<file path="config.mk">
export PLATFORM = sky130hd
export DESIGN_NAME = palette16_color_lookup
export DESIGN_NICKNAME = d
export VERILOG_FILES = /design/src/pcl_pkg.sv /design/src/palette16_color_lookup.sv
export SDC_FILE = /design/constraint.sdc
export NUM_CORES = 2
export LEC_CHECK = 0
export BUFFER_PORTS_ARGS = -buffer_cell sky130_fd_sc_hd__buf_2
export CORE_AREA = 10 10 269 271
export CTS_CLUSTER_SIZE = 30
export DETAILED_ROUTE_END_ITERATION = 12
export DIE_AREA = 0 0 279 281
export PLACE_DENSITY = 0.85
export SLEW_MARGIN = 40
export SYNTH_ARGS = -nofsm -noshare
export SYNTH_HDL_FRONTEND = slang
export SYNTH_SLANG_ARGS = --single-unit
</file>
<file path="constraint.sdc">
create_clock -name clk -period 13.45 [get_ports clk]
set_input_delay 0.6725 -clock clk [delete_from_list [all_inputs] [get_ports clk]]
set_output_delay 0.6725 -clock clk [all_outputs]
set_load 0.005 [all_outputs]
</file>
<file path="src/pcl_pkg.sv">
`timescale 1ns / 1ps

package pcl_pkg;

  localparam int ChanW    = 8;
  localparam int NumChans = 3;
  localparam int EntryW   = ChanW * NumChans;
  localparam int PairW    = 2 * EntryW;
  localparam int NumPairs = 8;
  localparam int PairIdxW = $clog2(NumPairs);
  localparam int EntryIdxW = PairIdxW + 1;
  localparam int CfgIdxW  = 8;
  localparam int WeightW  = ChanW + 1;
  localparam int ProdW    = ChanW + WeightW;
  localparam int Latency  = 5;

  localparam logic [ChanW-1:0] BriOff  = '0;
  localparam logic [ChanW-1:0] BriFull = '1;

  typedef logic [ChanW-1:0] chan_t;
  typedef chan_t [NumChans-1:0] rgb_t;

  // scale step: the product x * w shifted right by ChanW, kept to ChanW bits
  function automatic logic [ChanW-1:0] scale_hi(input chan_t x, input logic [WeightW-1:0] w);
    logic [ProdW-1:0] p;
    p = ProdW'(x) * ProdW'(w);
    return p[2*ChanW-1:ChanW];
  endfunction

endpackage

</file>
<file path="src/palette16_color_lookup.sv">
`timescale 1ns / 1ps

// channel  direction  signals                              handshake
// request  in         index, brightness                    start && !busy
// result   out        red, green, blue                     done, one cycle
// config   in         cfg_index, cfg_data                  cfg_valid && cfg_ready
//
// five register stages: palette read, blend multiply, blend add,
// brightness multiply, output; each request passes through them in order
// one request per cycle while not busy; busy is reset, registered
// the receiver cannot stall, so results leave at the pipeline rate
// reset clears the palette to black and empties the pipeline
module palette16_color_lookup (
  input  logic                     clk,
  input  logic                     rst,
  input  logic                     start,
  output logic                     busy,
  input  logic [7:0]               index,
  input  logic [7:0]               brightness,
  output logic                     done,
  output logic [7:0]               red,
  output logic [7:0]               green,
  output logic [7:0]               blue,
  input  logic                     cfg_valid,
  output logic                     cfg_ready,
  input  logic [pcl_pkg::CfgIdxW-1:0] cfg_index,
  input  logic [pcl_pkg::PairW-1:0]   cfg_data
);
  import pcl_pkg::*;

  logic [PairW-1:0] pal [NumPairs];
  logic [NumPairs-1:0] pal_vld;

  logic cfg_wr;
  logic acc;
  logic [EntryIdxW-1:0] ent_a;
  logic [EntryIdxW-1:0] ent_b;

  logic s1_vld, s2_vld, s3_vld, s4_vld;
  logic [3:0] s1_lo;
  logic [ChanW-1:0] s1_bri, s2_bri, s3_bri, s4_bri;
  logic s1_sel_a, s1_sel_b, s1_va, s1_vb;
  logic [PairW-1:0] s1_pa, s1_pb;

  rgb_t ea, eb;
  rgb_t s2_pa, s2_pb, s2_pa_next, s2_pb_next;
  rgb_t s3_v;
  rgb_t s4_v, s4_m, s4_m_next;
  rgb_t out_next, out_rgb;
  logic [ChanW-1:0] f2;
  logic [WeightW-1:0] wa, wb, wbri;

  assign cfg_ready = 1'b1;
  assign cfg_wr = cfg_valid && (cfg_index < CfgIdxW'(NumPairs));
  assign acc = start && !busy;
  assign ent_a = index[7:4];
  assign ent_b = index[7:4] + EntryIdxW'(1);

  always_ff @(posedge clk) begin
    if (rst) begin
      busy <= 1'b1;
    end else begin
      busy <= 1'b0;
    end
  end

  // palette storage
  always_ff @(posedge clk) begin
    if (cfg_wr) begin
      pal[cfg_index[PairIdxW-1:0]] <= cfg_data;
    end
  end

  always_ff @(posedge clk) begin
    if (rst) begin
      pal_vld <= '0;
    end else if (cfg_wr) begin
      pal_vld[cfg_index[PairIdxW-1:0]] <= 1'b1;
    end
  end

  // stage 1: palette read
  always_ff @(posedge clk) begin
    s1_pa    <= pal[ent_a[EntryIdxW-1:1]];
    s1_pb    <= pal[ent_b[EntryIdxW-1:1]];
    s1_va    <= pal_vld[ent_a[EntryIdxW-1:1]];
    s1_vb    <= pal_vld[ent_b[EntryIdxW-1:1]];
    s1_sel_a <= ent_a[0];
    s1_sel_b <= ent_b[0];
    s1_lo    <= index[3:0];
    s1_bri   <= brightness;
  end

  // stage 2: blend products
  always_comb begin
    ea = '0;
    eb = '0;
    if (s1_va) begin
      ea = s1_sel_a ? s1_pa[PairW-1:EntryW] : s1_pa[EntryW-1:0];
    end
    if (s1_vb) begin
      eb = s1_sel_b ? s1_pb[PairW-1:EntryW] : s1_pb[EntryW-1:0];
    end
    f2 = {s1_lo, 4'b0000};
    wa = WeightW'(1 << ChanW) - {1'b0, f2};
    wb = {1'b0, f2} + WeightW'(1);
    for (int c = 0; c < NumChans; c++) begin
      if (s1_lo == 4'd0) begin
        s2_pa_next[c] = ea[c];
        s2_pb_next[c] = '0;
      end else begin
        s2_pa_next[c] = scale_hi(ea[c], wa);
        s2_pb_next[c] = scale_hi(eb[c], wb);
      end
    end
  end

  always_ff @(posedge clk) begin
    s2_pa  <= s2_pa_next;
    s2_pb  <= s2_pb_next;
    s2_bri <= s1_bri;
  end

  // stage 3: blend sum
  always_ff @(posedge clk) begin
    for (int c = 0; c < NumChans; c++) begin
      s3_v[c] <= s2_pa[c] + s2_pb[c];
    end
    s3_bri <= s2_bri;
  end

  // stage 4: brightness product
  always_comb begin
    wbri = {1'b0, s3_bri} + WeightW'(2);
    for (int c = 0; c < NumChans; c++) begin
      s4_m_next[c] = scale_hi(s3_v[c], wbri);
    end
  end

  always_ff @(posedge clk) begin
    s4_m   <= s4_m_next;
    s4_v   <= s3_v;
    s4_bri <= s3_bri;
  end

  // stage 5: brightness select
  always_comb begin
    for (int c = 0; c < NumChans; c++) begin
      if (s4_bri == BriFull) begin
        out_next[c] = s4_v[c];
      end else if (s4_bri == BriOff || s4_v[c] == '0) begin
        out_next[c] = '0;
      end else begin
        out_next[c] = s4_m[c] + ChanW'(1);
      end
    end
  end

  always_ff @(posedge clk) begin
    if (s4_vld) begin
      out_rgb <= out_next;
    end
  end

  always_ff @(posedge clk) begin
    if (rst) begin
      s1_vld <= 1'b0;
      s2_vld <= 1'b0;
      s3_vld <= 1'b0;
      s4_vld <= 1'b0;
      done   <= 1'b0;
    end else begin
      s1_vld <= acc;
      s2_vld <= s1_vld;
      s3_vld <= s2_vld;
      s4_vld <= s3_vld;
      done   <= s4_vld;
    end
  end

  assign red   = out_rgb[0];
  assign green = out_rgb[1];
  assign blue  = out_rgb[2];

endmodule

</file>
# Word-level counts from Yosys, hierarchy flattened
# Memories as Yosys holds them, arrays and structs flattened. A register that Yosys moved wholly into a read port is not among the register bits.
# Cells that the tools add are included.
# Widths: inputs -> output; s select.
word_totals:
  reg_bits: 198
  ram_bits: 384
  inputBits: 76
  output_inout_bits: 27
  elab_cells: 95
  mem_count: 1
classes:
  n_addsub: 10
  multipliers: 9
  magnitude_cmp: 5
  n_eq_ne: 1
  n_mux: 22
  bitwise: 1
  n_reduce_logical: 12
memory_table:
  columns: ["memory", "words", "width", "read_ports", "rd_ports_with_merged_regs", "write_ports", "line", "text"]
  rows:
  - ["pal", 8, 48, 2, 2, 1, "palette16_color_lookup.sv:31", "logic [PairW-1:0] pal [NumPairs];"]
op_table:
  columns: ["operator", "n"]
  rows:
  - ["$mul 8x9->16", 9]
  - ["$mux 24", 4]
  - ["$mux 8", 9]
  - ["$logic_not 8->1", 4]
  - ["$add 8x1->8 const B", 3]
  - ["$add 8x8->8", 3]
  - ["$lt 3x4->1 const B", 3]
  - ["$add 8x1->9 const B", 1]
  - ["$add 8x2->9 const B", 1]
  - ["$sub 9x8->9 const A", 1]
  - ["$eq 8x8->1 const B", 1]
  - ["$lt 8x4->1 const B", 1]
  - ["$or 8x8->8", 1]
  - ["$bmux 1 s3", 2]
  - ["$mux 1", 6]
  - ["$add 4x1->4 const B", 1]
  - ["$logic_not 4->1", 1]
  - ["$demux 1 s3", 1]
  - ["$ge 3x1->1 const B", 1]
  - ["$logic_and 1x1->1", 3]
  - ["$logic_or 1x1->1", 3]
  - ["$logic_not 1->1", 1]

# Depth between registers and ports, before layout
depth:
  word_depth: 5
  mapped_depth: 22
  mapped_depth_nobuf: 19

# Worst setup path before layout
# OpenSTA, ideal clock, no wires.
synth_path:
  kind: "register to register"
  startpoint: "register s3_bri[1]"
  endpoint: "register s4_m[7] in the netlist's numbering"
  setup_ns: 0.072
  arrival_ns: 5.253
  t_required_ns: 13.378
  slack_ns: 8.125
  stages_incl_launch_ff: 20
  path_buffers: 1
  synth_period_minus_slack_ns: 5.325
  cell_sequence: "dfxtp_1 > nand3_1 > or2_2 > xnor2_1 > clkbuf_1 > nand2_1 > fa_1 > inv_1 > fa_1 > fa_1 > inv_1 > fa_1 > inv_1 > ha_1 > and2_1 > a221o_1 > a221oi_2 > o21ai_1 > o41ai_2 > xnor2_1"
synth_rtl:
  columns: ["element", "line", "text"]
  rows:
  - ["from (decl)", "palette16_color_lookup.sv:41", "logic [ChanW-1:0] s1_bri, s2_bri, s3_bri, s4_bri;"]
  - ["from (signal assigned)", "palette16_color_lookup.sv:129", "s3_bri <= s2_bri;"]
  - ["to (signal assigned)", "palette16_color_lookup.sv:141", "s4_m <= s4_m_next;"]
  - ["to (decl)", "palette16_color_lookup.sv:48", "rgb_t s4_v, s4_m, s4_m_next;"]

==> summary.md <==
| Metric | Value |
|---|---|
| IO Pins | 103 |
| Vias in the first global route | 26200 |
| Storage cell area | 17700 um^2 |
| Synth cell types | 59 |
| Cell Rows | 95 |
| Root Buffer | clkbuf_16 |
| Clock Skews | 0.0605 ns |
| Pin count of the biggest net entering global routing | 58 |
| Avg Cell Area, Syn | 12.8 um^2 |
| CTS sink count | 678 |
| Setup Fix Bufs, Post-CTS | 0 |
| CTS Buf Count | 72 |
| Max-slew headroom | 42.4% |
| Finish-stage setup viols | 0 |
| Most frequent cells in the layout | 408 x edfxtp_1, 384 x inv_1, 302 x ha_1 |
| Post-synth EDFFs | 408 |
| First-pass GRT wire length | 145000 um |
| Fin crit share | 45.8% |
| DRT iter0 DRCs | 2075 |
| CP endpoint kind | flop |
| Port-buffer cells | 101 |
| Peak VDD IR | 0.000127 V |
| Startpoint type of the worst setup path | flop |
| Tightest Pin Transition | 0.864 ns |
| Static Leak | 0.0188 uW |
| Register area share after synthesis | 44.2% |
| Full die area | 78400 um^2 |
| Hold WC Path Type | in2reg |
| Max-cap violations | 0 |
| Syn Inst Count | 3127 |
| Worst setup path category | reg2reg |
| Final Non-Filler Cells | 4154 |
| H-tree Lvls | 3 |
| Clk slew on worst S/H paths | 0.06 ns |
| Fillcell total | 4531 |
| Drt first pass iters | 7 |
| Ys flop type | edfxtp_1 |
| Hold buffers post-CTS | 0 |
| CTS tree | done |
| Wire per inst | 22.3 um |
| Core area | 66800 um^2 |
| Remaining antenna violation count | 0 |
| Run status | complete, no violations |
| Sw Ratio | 23.5% |
| Max-slew violation count | 0 |
| Die X | 279 um |
| DRC | 0 |
| Required time worst endpoint | 14.02 ns |
| Cell Area, Synth | 39900 um^2 |
| Syn Nets | 3722 |
| Final Cell Area | 44100 um^2 |
| Combinational share of power | 6.9% |
| WHS Path Cells | 1 |
| Hold path startpoint | brightness[1] |
| Via count | 25000 |
| Placed Cells | 4016 |
| Worst-skew pair later-pin latency | 0.67 ns |
| CTS Buffer Depth | 3 |
| RD Place Congestion | 0.883 |
| Area after DPL | 41500 um^2 |
| Die Y | 281 um |
| Final wirelength | 92600 um |
| WHS | 0.132 ns |
| Fmax | 0.162 GHz |
| Internal power | 3590 uW |
| Power Total | 4690 uW |
| Initial Utilization | 59.8% |
| Clock Power Share | 44.4% |
| Fraction of registers with async set/reset | 0% |
| Area Growth Syn to Fin | 10.4% |
| Flops & latches, synth | 678 |
| Setup TNS | 0 ns |
| Worst r2r path cells | 20 |
| Crit path from | s3_bri[1] |
| Gates resized, CTS repair | 0 |
| Seq pwr share | 48.6% |
| Largest fanout on the critical path | 28 |
| Total grt overflow | 0 |
| Sw Pwr | 1100 uW |
| RSZ-0062 raised after global routing | no |
| Tot GR Track Use | 23.7% |
| Hpwl dp | 59700 um |
| Leading cell type in the layout, fill and taps excluded | edfxtp_1 |
| Routed vias/inst | 6.02 |
| Fraction of layout cells with a size suffix above 1 | 18.6% |
| Nets | 3812 |
| Synthesis warning total | 0 |
| Min Clock Period, post-route | 6.16 ns |
| Multi-input logic area | 20500 um^2 |
| PwrDens | 106 nW/um^2 |
| Launching point of the worst reg2reg path | s3_bri[1] |
| Initial antenna violation count | 10 |
| Hold Violations, Final | 0 |
| Worst EP arrival | 6.74 ns |
## final timing paths
check	endpoint	slack [ns]
setup / recovery	s4_m[7]	7.29
hold / removal	s1_bri[1]	0.13
setup reg to reg	s4_m[7]	7.29
hold reg to reg	s2_bri[6]	0.33
## power by group through the flow
stage | Combinational (uW) | Clock, uW | Sequential [uW]
final | 325 | 2090 | 2280
after global routing | 344 | 2190 | 2280
after CTS | 322 | 2110 | 2280
after detailed placement | 313 | 0 | 2320
after global placement | 304 | 0 | 2320
after floorplan | 220 | 0 | 2300
## routing by layer
metal	share of wire [%]	track usage, %
met5	0.085	0
met4	4.5	10.6
met3	7.2	4.63
met2	51	41.8
met1	37	27.7
## cell type report
| class | instances | area share (%) |
|---|---|---|
| clock buffers | 95 | 4.65 |
| flip-flops and latches | 678 | 40.1 |
| clock inverters | 39 | 1.14 |
| well taps | 873 | 2.48 |
| inverters | 385 | 3.28 |
| repair buffers | 134 | 1.90 |
| diodes | 4 | 0.0227 |
| multi-input cells | 1946 | 46.5 |
## synthesized netlist by cell type (33+ instances only)
library cell / count / area, um^2
nand2_1: 199 / 747
and2_1: 179 / 1120
o21ai_0: 67 / 335
xor2_1: 37 / 324
nor2_1: 152 / 571
dfxtp_1: 270 / 5410
mux4_2: 196 / 4410
fa_1: 216 / 4320
nor2b_1: 61 / 382
nand3_1: 33 / 165
inv_1: 384 / 1440
ha_1: 303 / 3790
a21oi_1: 43 / 215
mux2_2: 113 / 1270
xnor2_1: 69 / 604
edfxtp_1: 408 / 12300
clkbuf_1: 83 / 312
## per-stage QoR
stage,worst slack (ns),util [%]
after floorplan,8.13,-
after global placement,7.52,62.0
after detailed placement,7.34,62.1
after CTS,7.26,65.9
after global routing,7.00,66.0
final,7.29,66.0
## state kept, by name (all words and copies together), names as in the netlist, 4 cells and up
register  flops
pal         384
s1_pa        48
s1_pb        48
s2_pa        24
s2_pb        24
s3_v         24
s4_m         24
s4_v         24
blue          8
green         8
pal_vld       8
red           8
s1_bri        8
s2_bri        8
s3_bri        8
s4_bri        8
s1_lo         4
## worst max-delay path, cell delays in order (launching register included)
cell      delay (ns)
dfxtp_1         0.31
buf_4           0.29
nand3_1         0.13
or2_2           0.32
xnor2_1         0.58
buf_4           0.34
nand2_1         0.12
fa_1            0.57
inv_1           0.06
fa_1            0.49
fa_1            0.49
inv_1           0.05
fa_1            0.47
inv_1           0.04
ha_1            0.30
and2_1          0.17
a221o_1         0.35
a221oi_2        0.37
o21ai_1         0.20
o41ai_2         0.26
xnor2_1         0.16
## kinds of logic after synthesis
logic type	count (synthesis)	synth area share, %
AO/OA/AOI/OAI	233	3.89
XOR/XNOR	106	2.32
other	1	0.00939
multiplexers	339	15.0
buffers and inverters	503	4.85
flip-flops	678	44.2
adder cells (fa/ha/maj)	519	20.3
AND/OR/NAND/NOR	748	9.41
Power figures use the tool's default switching activity.
